$ cat src/hw/rtl/cro_pkg.sv
// Shared constants for the circle / rectangle overlap pipeline.
package cro_pkg;

   // Default coordinate width, fixed point with eight fraction bits
   localparam int COORD_BITS_DEF = 24;

   // Shape kind codes
   localparam logic KIND_RECT   = 1'b0;
   localparam logic KIND_CIRCLE = 1'b1;

   // Pair codes: which test applies to the pair
   localparam logic [1:0] MODE_CC  = 2'd0;
   localparam logic [1:0] MODE_RR  = 2'd1;
   localparam logic [1:0] MODE_MIX = 2'd2;

endpackage

$ cat src/hw/rtl/cro_axis_gap.sv
// Per-axis distance magnitude: centre to centre, or centre to nearer rectangle edge.
module cro_axis_gap
   import cro_pkg::*;
#(
   parameter int COORD_BITS = COORD_BITS_DEF
) (
   input  logic [1:0]                   mode,
   input  logic signed [COORD_BITS-1:0] pnt,
   input  logic signed [COORD_BITS-1:0] lo,
   input  logic signed [COORD_BITS-1:0] hi,
   output logic [COORD_BITS-1:0]        gap_mag
);

   logic [COORD_BITS:0] lo_m_p;
   logic [COORD_BITS:0] p_m_lo;
   logic [COORD_BITS:0] p_m_hi;
   logic                lo_m_p_pos;
   logic                p_m_hi_pos;

   // Form all differences at once, one bit wider than the coordinates
   assign lo_m_p = {lo[COORD_BITS-1], lo} - {pnt[COORD_BITS-1], pnt};
   assign p_m_lo = {pnt[COORD_BITS-1], pnt} - {lo[COORD_BITS-1], lo};
   assign p_m_hi = {pnt[COORD_BITS-1], pnt} - {hi[COORD_BITS-1], hi};

   assign lo_m_p_pos = !lo_m_p[COORD_BITS] && (lo_m_p != '0);
   assign p_m_hi_pos = !p_m_hi[COORD_BITS] && (p_m_hi != '0);

   // Pick the magnitude; it always fits the coordinate width
   always_comb begin
      case (mode)
         MODE_CC: begin
            gap_mag = lo_m_p[COORD_BITS] ? p_m_lo[COORD_BITS-1:0]
                                         : lo_m_p[COORD_BITS-1:0];
         end
         MODE_MIX: begin
            if (lo_m_p_pos) begin
               gap_mag = lo_m_p[COORD_BITS-1:0];
            end else if (p_m_hi_pos) begin
               gap_mag = p_m_hi[COORD_BITS-1:0];
            end else begin
               gap_mag = '0;
            end
         end
         default: begin
            gap_mag = '0;
         end
      endcase
   end

endmodule

$ cat config.mk
export PLATFORM = sky130hd
export DESIGN_NAME = cro_axis_gap
export DESIGN_NICKNAME = d
export VERILOG_FILES = /design/src/hw/rtl/cro_pkg.sv /design/src/hw/rtl/cro_axis_gap.sv
export SDC_FILE = /design/constraint.sdc
export NUM_CORES = 1
export LEC_CHECK = 0
export ABC_AREA = 1
export BUFFER_PORTS_ARGS = -buffer_cell sky130_fd_sc_hd__buf_2
export CAP_MARGIN = 20
export CORE_UTILIZATION = 45
export DETAILED_ROUTE_END_ITERATION = 8
export PLACE_DENSITY = 0.63
export SLEW_MARGIN = 20
export SYNTH_ARGS = -nofsm -noshare
export SYNTH_HDL_FRONTEND = slang
export SYNTH_SLANG_ARGS = --single-unit
$ cat constraint.sdc
create_clock -name vclk -period 5
set_input_delay 1 -clock vclk [all_inputs]
set_output_delay 1 -clock vclk [all_outputs]
set_load 0.02 [all_outputs]
# Word level (Yosys, flattened, before mapping)
# Cells that the tools add are included.
# totals
ff_bits,0
inputBits,74
output_inout_bits,24
elab_cells,15
# classes
add_sub_neg,3
eq_ne,1
muxes,4
reduce_logical,7
# op_table
operator,n
$mux W24,3
$reduce_bool A25 Y1,2
$sub A24 B24 Y25,2
$pmux W24 S2,1
$sub A24 B24 Y24,1
$eq A2 B2 Y1 const B,1
$logic_and A1 B1 Y1,2
$logic_not A1 Y1,2
$logic_not A2 Y1,1

# Logic depth before layout (Yosys ltp)
# Gate-level depths: netlist (run 1).
# depth
depth_word,6
ltp_mapped,23

# Worst setup path after synthesis (run 1)
# OpenSTA, ideal clock, no wires.
# synth_path
kind,input to output
from,input pnt[0]
to,output gap_mag[10]
arrival_ps,3228
t_required_ps,4000
slack_ps,772
stages,18
n_path_buf,1
cell_sequence,inv_1 ha_1 inv_1 fa_1 nand2_1 nand3_1 nand2_1 inv_1 nand3b_1 nand3_1 a21oi_1 xor2_1 inv_2 nand2_2 buf_2 o21ai_0 nand3_1 nand2_1
# synth_via
elab_chain_len,6
elab_cells_between_ends,13
cone_classes,add/sub (3); mux (4); reduce/logical (6)
# synth_lines
item,line,text
start: declaration,cro_axis_gap.sv:8,"input logic signed [COORD_BITS-1:0] pnt,"
$sub A24 B24 Y25,cro_axis_gap.sv:23,"assign p_m_hi = {pnt[COORD_BITS-1], pnt} - {hi[COORD_BITS-1], hi};"
$reduce_bool A25 Y1 / $logic_not A1 Y1 (equally long branches),cro_axis_gap.sv:26,assign p_m_hi_pos = !p_m_hi[COORD_BITS] && (p_m_hi != '0);
$logic_and A1 B1 Y1,cro_axis_gap.sv:26,
$mux W24,cro_axis_gap.sv:38,end else if (p_m_hi_pos) begin
$mux W24,cro_axis_gap.sv:36,if (lo_m_p_pos) begin
$pmux W24 S2 (*),cro_axis_gap.sv:30,case (mode)
end: declaration,cro_axis_gap.sv:11,output logic [COORD_BITS-1:0] gap_mag
# Mark *: on every way between the ends. The rest lies on a longest branch, timed or not.

# Worst setup path after layout (run 1)
# layout_path
from,input pnt[0]
to,output gap_mag[9]
# Same word-level chain as after synthesis.

==> results of run 1 <==
==> power by group through the flow <==
| stage | clock network [mW] | registers (mW) | logic (mW) |
|---|---|---|---|
| floorplan | 0 | 0 | 0.648 |
| global placement | 0 | 0 | 0.917 |
| detailed placement | 0 | 0 | 0.915 |
| CTS | 0 | 0 | 0.918 |
| global route | 0 | 0 | 1.06 |
| finish | 0 | 0 | 0.947 |
==> layer usage <==
metal  vias to the layer above  wire [um]  GRT usage
met1                      3207       9863     0.4436
met3                        34       1052   0.002615
met4                         0        503    0.06923
li1                       3872          -          -
met2                       238       8966     0.5159
met5                         -          0          0
==> worst max-delay path by stage <==
| stage | start | end | depth (start not counted) |
|---|---|---|---|
| after global placement | pnt[0] | gap_mag[9] | 19 |
| after detailed placement | pnt[0] | gap_mag[9] | 19 |
| after CTS | pnt[0] | gap_mag[9] | 19 |
| after floorplan | pnt[0] | gap_mag[10] | 18 |
| after global routing | pnt[17] | gap_mag[22] | 21 |
| final | pnt[0] | gap_mag[9] | 19 |
==> worst max-delay path: cells and delay by family <==
kind,cells,cell delay (ns)
and+or+nand+nor,8,0.89
buffers and inverters,6,0.70
adders and majority gates,2,0.54
AOI/OAI and AO/OA,2,0.49
xor gates and xnor gates,1,0.14
==> metrics by stage <==
stage	util	instances	hold WS (ns)
finish	0.5203	1454	2.584
global route	0.5203	1454	2.610
CTS	0.5147	1452	2.578
detailed placement	0.5147	1452	2.571
global placement	0.5147	1452	2.575
floorplan	-	1194	2.268
==> cell families (layout without fill, tap and decap cells) <==
logic type | Yosys count | in the layout | share of synthesized area
adder cells (fa/ha/maj) | 74 | 74 | 0.1624
buffers and inverters | 284 | 371 | 0.1892
AO/OA/AOI/OAI | 132 | 132 | 0.1275
XOR/XNOR | 25 | 25 | 0.03750
AND/OR/NAND/NOR | 679 | 680 | 0.4834
==> cell type report <==
class,count,area (um^2)
fill,1484,6053
multi-input combinational,911,4792
inverter,263,989.7
timing repair buffer,108,569.3
tap,172,215.2
==> cells in the mapped netlist (3+ instances only) <==
master	n	area, um^2
clkinv_1	3	11.26
nand2_1	452	1697
inv_1	255	957.2
nand4_1	17	106.4
nand3_1	102	510.5
o21ai_0	33	165.2
a21oi_1	58	290.3
xor2_1	23	201.4
fa_1	3	60.06
o21ai_1	9	45.04
nand2_2	5	31.28
nor3_1	4	20.02
buf_2	13	65.06
nor2_2	9	56.30
clkbuf_1	4	15.01
inv_2	5	18.77
a21o_1	4	30.03
o211ai_1	17	127.6
ha_1	71	888.4
nand3b_1	10	75.07
nor2_1	73	274.0
==> repair_timing <==
action                                  CTS  global route
endpoints found under the setup margin    0            24
resized for setup                         0            16
setup buffers                             0             1
==> cell usage in the layout, fill, tap and decap left out, types with 2 or more instances in the layout <==
cell type | synthesis | final
o21ai_0 | 33 | 32
a21boi_0 | 2 | 2
nor2_1 | 73 | 70
a21oi_1 | 58 | 58
nor3_1 | 4 | 4
fa_2 | 0 | 2
and3_1 | 2 | 2
nand2_2 | 5 | 5
o21ai_1 | 9 | 10
buf_4 | 2 | 9
nand3_1 | 102 | 102
nand2_1 | 452 | 452
xor2_1 | 23 | 20
nor2_2 | 9 | 12
inv_2 | 5 | 4
xnor2_1 | 2 | 2
buf_2 | 13 | 98
o21bai_1 | 2 | 2
nand3b_1 | 10 | 10
o211ai_1 | 17 | 17
a21o_1 | 4 | 4
nor4_1 | 2 | 2
nand4_1 | 17 | 17
xor2_2 | 0 | 3
inv_1 | 255 | 255
ha_1 | 71 | 70
o21a_1 | 2 | 2
clkinv_1 | 3 | 3
==> flow_metrics.py, run 1 <==
metrics = {
    "status": {
        "status": "finished, final reports clean",
    },
    "die": {
        "initial_core_util": 0.4627,
        "die_w_um": 115.9,
        "die_h_um": 115.9,
        "core-area_um2": 12620,
        "rows": 41,
        "ios": 98,
        "dieArea_um2": 13440,
    },
    "sta": {
        "maxSlewViolCount": 0,
        "fin_crit_sh": 0.9511,
        "tightestPinTransition_ns": 0.7931,
        "setup_viol": 0,
        "rsz0062_at_grt": "false",
        "finalSetupTns_ns": 0,
        "max_freq_ghz": 0.2103,
        "period_minus_slack_ns": 4.755,
        "hold_viol_final": 0,
        "fin_ws_ns": 0.2446,
        "relSlewSlack": 0.4646,
    },
    "pwr": {
        "total_power_uw": 946.7,
        "p_comb_frac": 1.000,
        "switching_share": 0.6738,
        "ir_drop_v": 0.00004837,
        "seq_power_share": 0,
        "clkPwrFrac": 0,
        "p_switching_uw": 637.9,
        "powerDensity_nw_per_um2": 144.2,
        "cellLeakagePower_nw": 4.317,
        "internal-power_uw": 308.9,
    },
    "setup_path": {
        "criticalPathCategory": "in -> out",
        "path_cells": "buf_2 > inv_1 > ha_1 > inv_1 > fa_2 > nand2_1 > nand3_1 > nand2_1 > inv_1 > nand3b_1 > nand3_1 > a21oi_1 > xor2_2 > inv_2 > nand2_8 > o21ai_1 > nand3_1 > nand2_1 > buf_2",
        "slowest_stage": "fa_2",
        "cp.arrival_ns": 3.76,
        "crit_path_end_kind": "primary output",
        "required_ns": 4.00,
        "critical-path-max-stage-delay_ns": 0.38,
        "crit_path_start_kind": "input pin",
        "path_max_fanout": 13,
    },
    "global_route": {
        "overflow": 0,
        "grt_util_all_layers": 0.3091,
        "grt_pass1_wl_um": 32130,
        "grt_pass1_vias": 6543,
        "grt_max_degree": 25,
        "grt_antenna_before_repair": 0,
    },
    "route": {
        "vias": 7351,
        "drt_pass1_iterations": 5,
        "routed_wl_um": 20390,
        "wl_per_cell_um": 14.02,
        "drtIter0Drc": 453,
        "vias_per_cell": 5.056,
        "antenna_left": 0,
        "drc": 0,
    },
    "synth": {
        "seq_area_frac_synth": 0,
        "yosys.cell_types.count": 37,
        "netlist_area_um2": 5839,
        "syn_avg_cell_area_um2": 4.891,
        "syn-num-nets": 1342,
        "synth_cells": 1194,
        "yosys_warnings": 0,
    },
    "cells_and_area": {
        "syn_to_final_growth_pct": 12.45,
        "diodes": 0,
        "seqCellArea_um2": 0,
        "design.seq.count": 0,
        "clockBufferCount": 0,
        "design_area_um2": 6566,
        "fin_nets": 1432,
        "layout-drive-gt1-share": 0.1092,
    },
    "worst_hold_path": {
        "holdPathStages": 6,
        "hold_end": "gap_mag[0]",
        "min_path_type": "in -> out",
        "hold_start": "lo[0]",
    },
    "flow_run": {
        "maxCapViolations": 0,
    },
    "placement": {
        "dp_hpwl_um": 17890,
        "postPlaceCellArea_um2": 6495,
        "dp_slack_ns": 0.05156,
        "io_buffers": 98,
        "routabilityCongestion": 0.9716,
    },
    "clocking": {
        "cts_hold_buf": 0,
    },
}
Note: power is estimated with default switching activity, not from simulation.
==> run 2, diff against run 1 <==
CORE_UTILIZATION = 50   (was 45)
PLACE_DENSITY = 0.69   (was 0.63)
RECOVER_POWER = 25   (was unset)
==> run 2 against run 1 <==
Compared with the run above:
- worst hold slack worse by 0.0034 ns
- global-route usage rose by 2.9 points
- fmax shrank 1.3%
- combinational power hardly changed
- routed wire length shrank 1.0%
- highest routed layer unchanged
- critical path depth unchanged
- sequential share of layout area is the same
- cell area shrank 0.15%
- critical endpoint is now gap_mag[3]
- sequential cell count stayed put
- critical path type unchanged
- first-iteration DRC count increased by 32%
- die area down 9.8%
==> flow_metrics.py, run 2 (synthesis gave the netlist of run 1 again) <==
metrics = {
    "status": {
        "status": "finished, final reports clean",
    },
    "cells_and_area": {
        "fin_nets": 1435,
        "diodes": 0,
        "design.seq.count": 0,
        "final_cell_mix": "nand2_1, inv_1, nand3_1",
        "fin_util": 0.5742,
        "clockBufferCount": 0,
        "seqCellArea_um2": 0,
        "mostFrequentLayoutCell": "nand2_1",
        "layout-drive-gt1-share": 0.1128,
        "syn_to_final_growth_pct": 12.28,
        "design_area_um2": 6556,
    },
    "sta": {
        "max_freq_ghz": 0.2075,
        "hold_viol_final": 0,
        "tightestPinTransition_ns": 0.3722,
        "finalSetupTns_ns": 0,
        "fin_crit_sh": 0.9637,
        "period_minus_slack_ns": 4.818,
        "setup_viol": 0,
        "relSlewSlack": 0.7496,
        "maxSlewViolCount": 0,
    },
    "placement": {
        "postPlaceCellArea_um2": 6489,
        "dp_hpwl_um": 17780,
        "routabilityCongestion": 0.9541,
        "io_buffers": 98,
    },
    "global_route": {
        "top_usage_layer": "met2",
        "grt_use_met1": 0.4817,
        "grt_pass1_vias": 6405,
        "overflow": 0,
        "grt_util_all_layers": 0.3380,
        "grt_antenna_before_repair": 0,
        "grt_max_degree": 25,
        "grt_use_met3": 0.02175,
        "grt_pass1_wl_um": 31320,
        "met2_usage": 0.5500,
    },
    "die": {
        "core-area_um2": 11420,
        "initial_core_util": 0.5114,
        "rows": 39,
        "die_h_um": 110.1,
        "die_w_um": 110.1,
        "dieArea_um2": 12120,
        "ios": 98,
    },
    "setup_path": {
        "path_max_fanout": 9,
        "required_ns": 4.00,
        "criticalPathCategory": "in -> out",
        "crit_path_end_kind": "primary output",
        "crit_path_start_kind": "input pin",
        "cp.arrival_ns": 3.82,
    },
    "worst_hold_path": {
        "min_path_type": "in -> out",
    },
    "pwr": {
        "ir_drop_v": 0.0001144,
        "cellLeakagePower_nw": 4.331,
        "powerDensity_nw_per_um2": 144.7,
    },
    "route": {
        "vias": 7374,
        "vias_per_cell": 5.164,
        "drtIter0Drc": 598,
        "drt_pass1_iterations": 5,
        "routed_wl_um": 20170,
        "drc": 0,
        "wl_per_cell_um": 14.13,
        "antenna_left": 0,
    },
    "clocking": {
        "cts_hold_buf": 0,
    },
    "flow_run": {
        "maxCapViolations": 0,
    },
}
## run 2: changes by cell type in the layout (fill, tap and decap cells not counted), sizes merged
cell / previous run / this run
clkbuf: 0 / 2
nand2: 459 / 458
buf: 108 / 110
## run 2: worst max-delay path, cell delays in order
cell and delay [ns]:
buf_2 0.10, inv_1 0.09, ha_1 0.15, inv_1 0.08, fa_1 0.42, nand2_1 0.08, nand3_1 0.11, nand2_1 0.13
inv_1 0.05, nand3b_1 0.13, nand3_1 0.14, a21oi_1 0.21, xor2_1 0.32, inv_2 0.16, nand3_1 0.24, nand2_1 0.09
nand3_1 0.08, nand2_1 0.05, buf_2 0.15
## run 2: layer usage
layer | wire length, um | up-vias
li1 | - | 3878
met2 | 8769 | 232
met4 | 517 | 0
met3 | 1213 | 34
met5 | 0 | -
met1 | 9671 | 3230
## run 2: cell type report
| type | count | area, um^2 |
|---|---|---|
| inverters | 263 | 989.7 |
| repair buffers | 112 | 603.1 |
| multi-input cells | 910 | 4785 |
| fillers | 1318 | 4862 |
| well taps | 143 | 178.9 |
## run 2: power by group
| group | total, mW | leakage, nW | switching, mW | internal (mW) |
|---|---|---|---|---|
| registers | 0 | 0 | 0 | 0 |
| clock network | 0 | 0 | 0 | 0 |
| logic | 0.949 | 4.33 | 0.637 | 0.312 |
## run 2: worst paths after layout
check	from	slack [ns]	depth (start not counted)	end
setup / recovery	pnt[0]	0.18	19	gap_mag[3]
hold / removal	lo[0]	2.58	6	gap_mag[0]
## run 2: what timing repair did
item | CTS | global route
setup endpoints to repair | 0 | 22
gates resized for setup | 0 | 18
buffers inserted | 0 | 1
## run 2: stage by stage
stage / cells / worst slack (ns) / hold slack [ns] / power, mW
6_report: 1428 / 0.1817 / 2.580 / 0.9487
5_1_grt: 1428 / -0.0003655 / 2.631 / 1.061
4_1_cts: 1427 / 0.01945 / 2.574 / 0.9186
3_5_place_dp: 1427 / 0.03407 / 2.568 / 0.9154
3_3_place_gp: 1427 / 0.07736 / 2.581 / 0.9138
2_1_floorplan: 1194 / 0.7715 / 2.268 / 0.6477
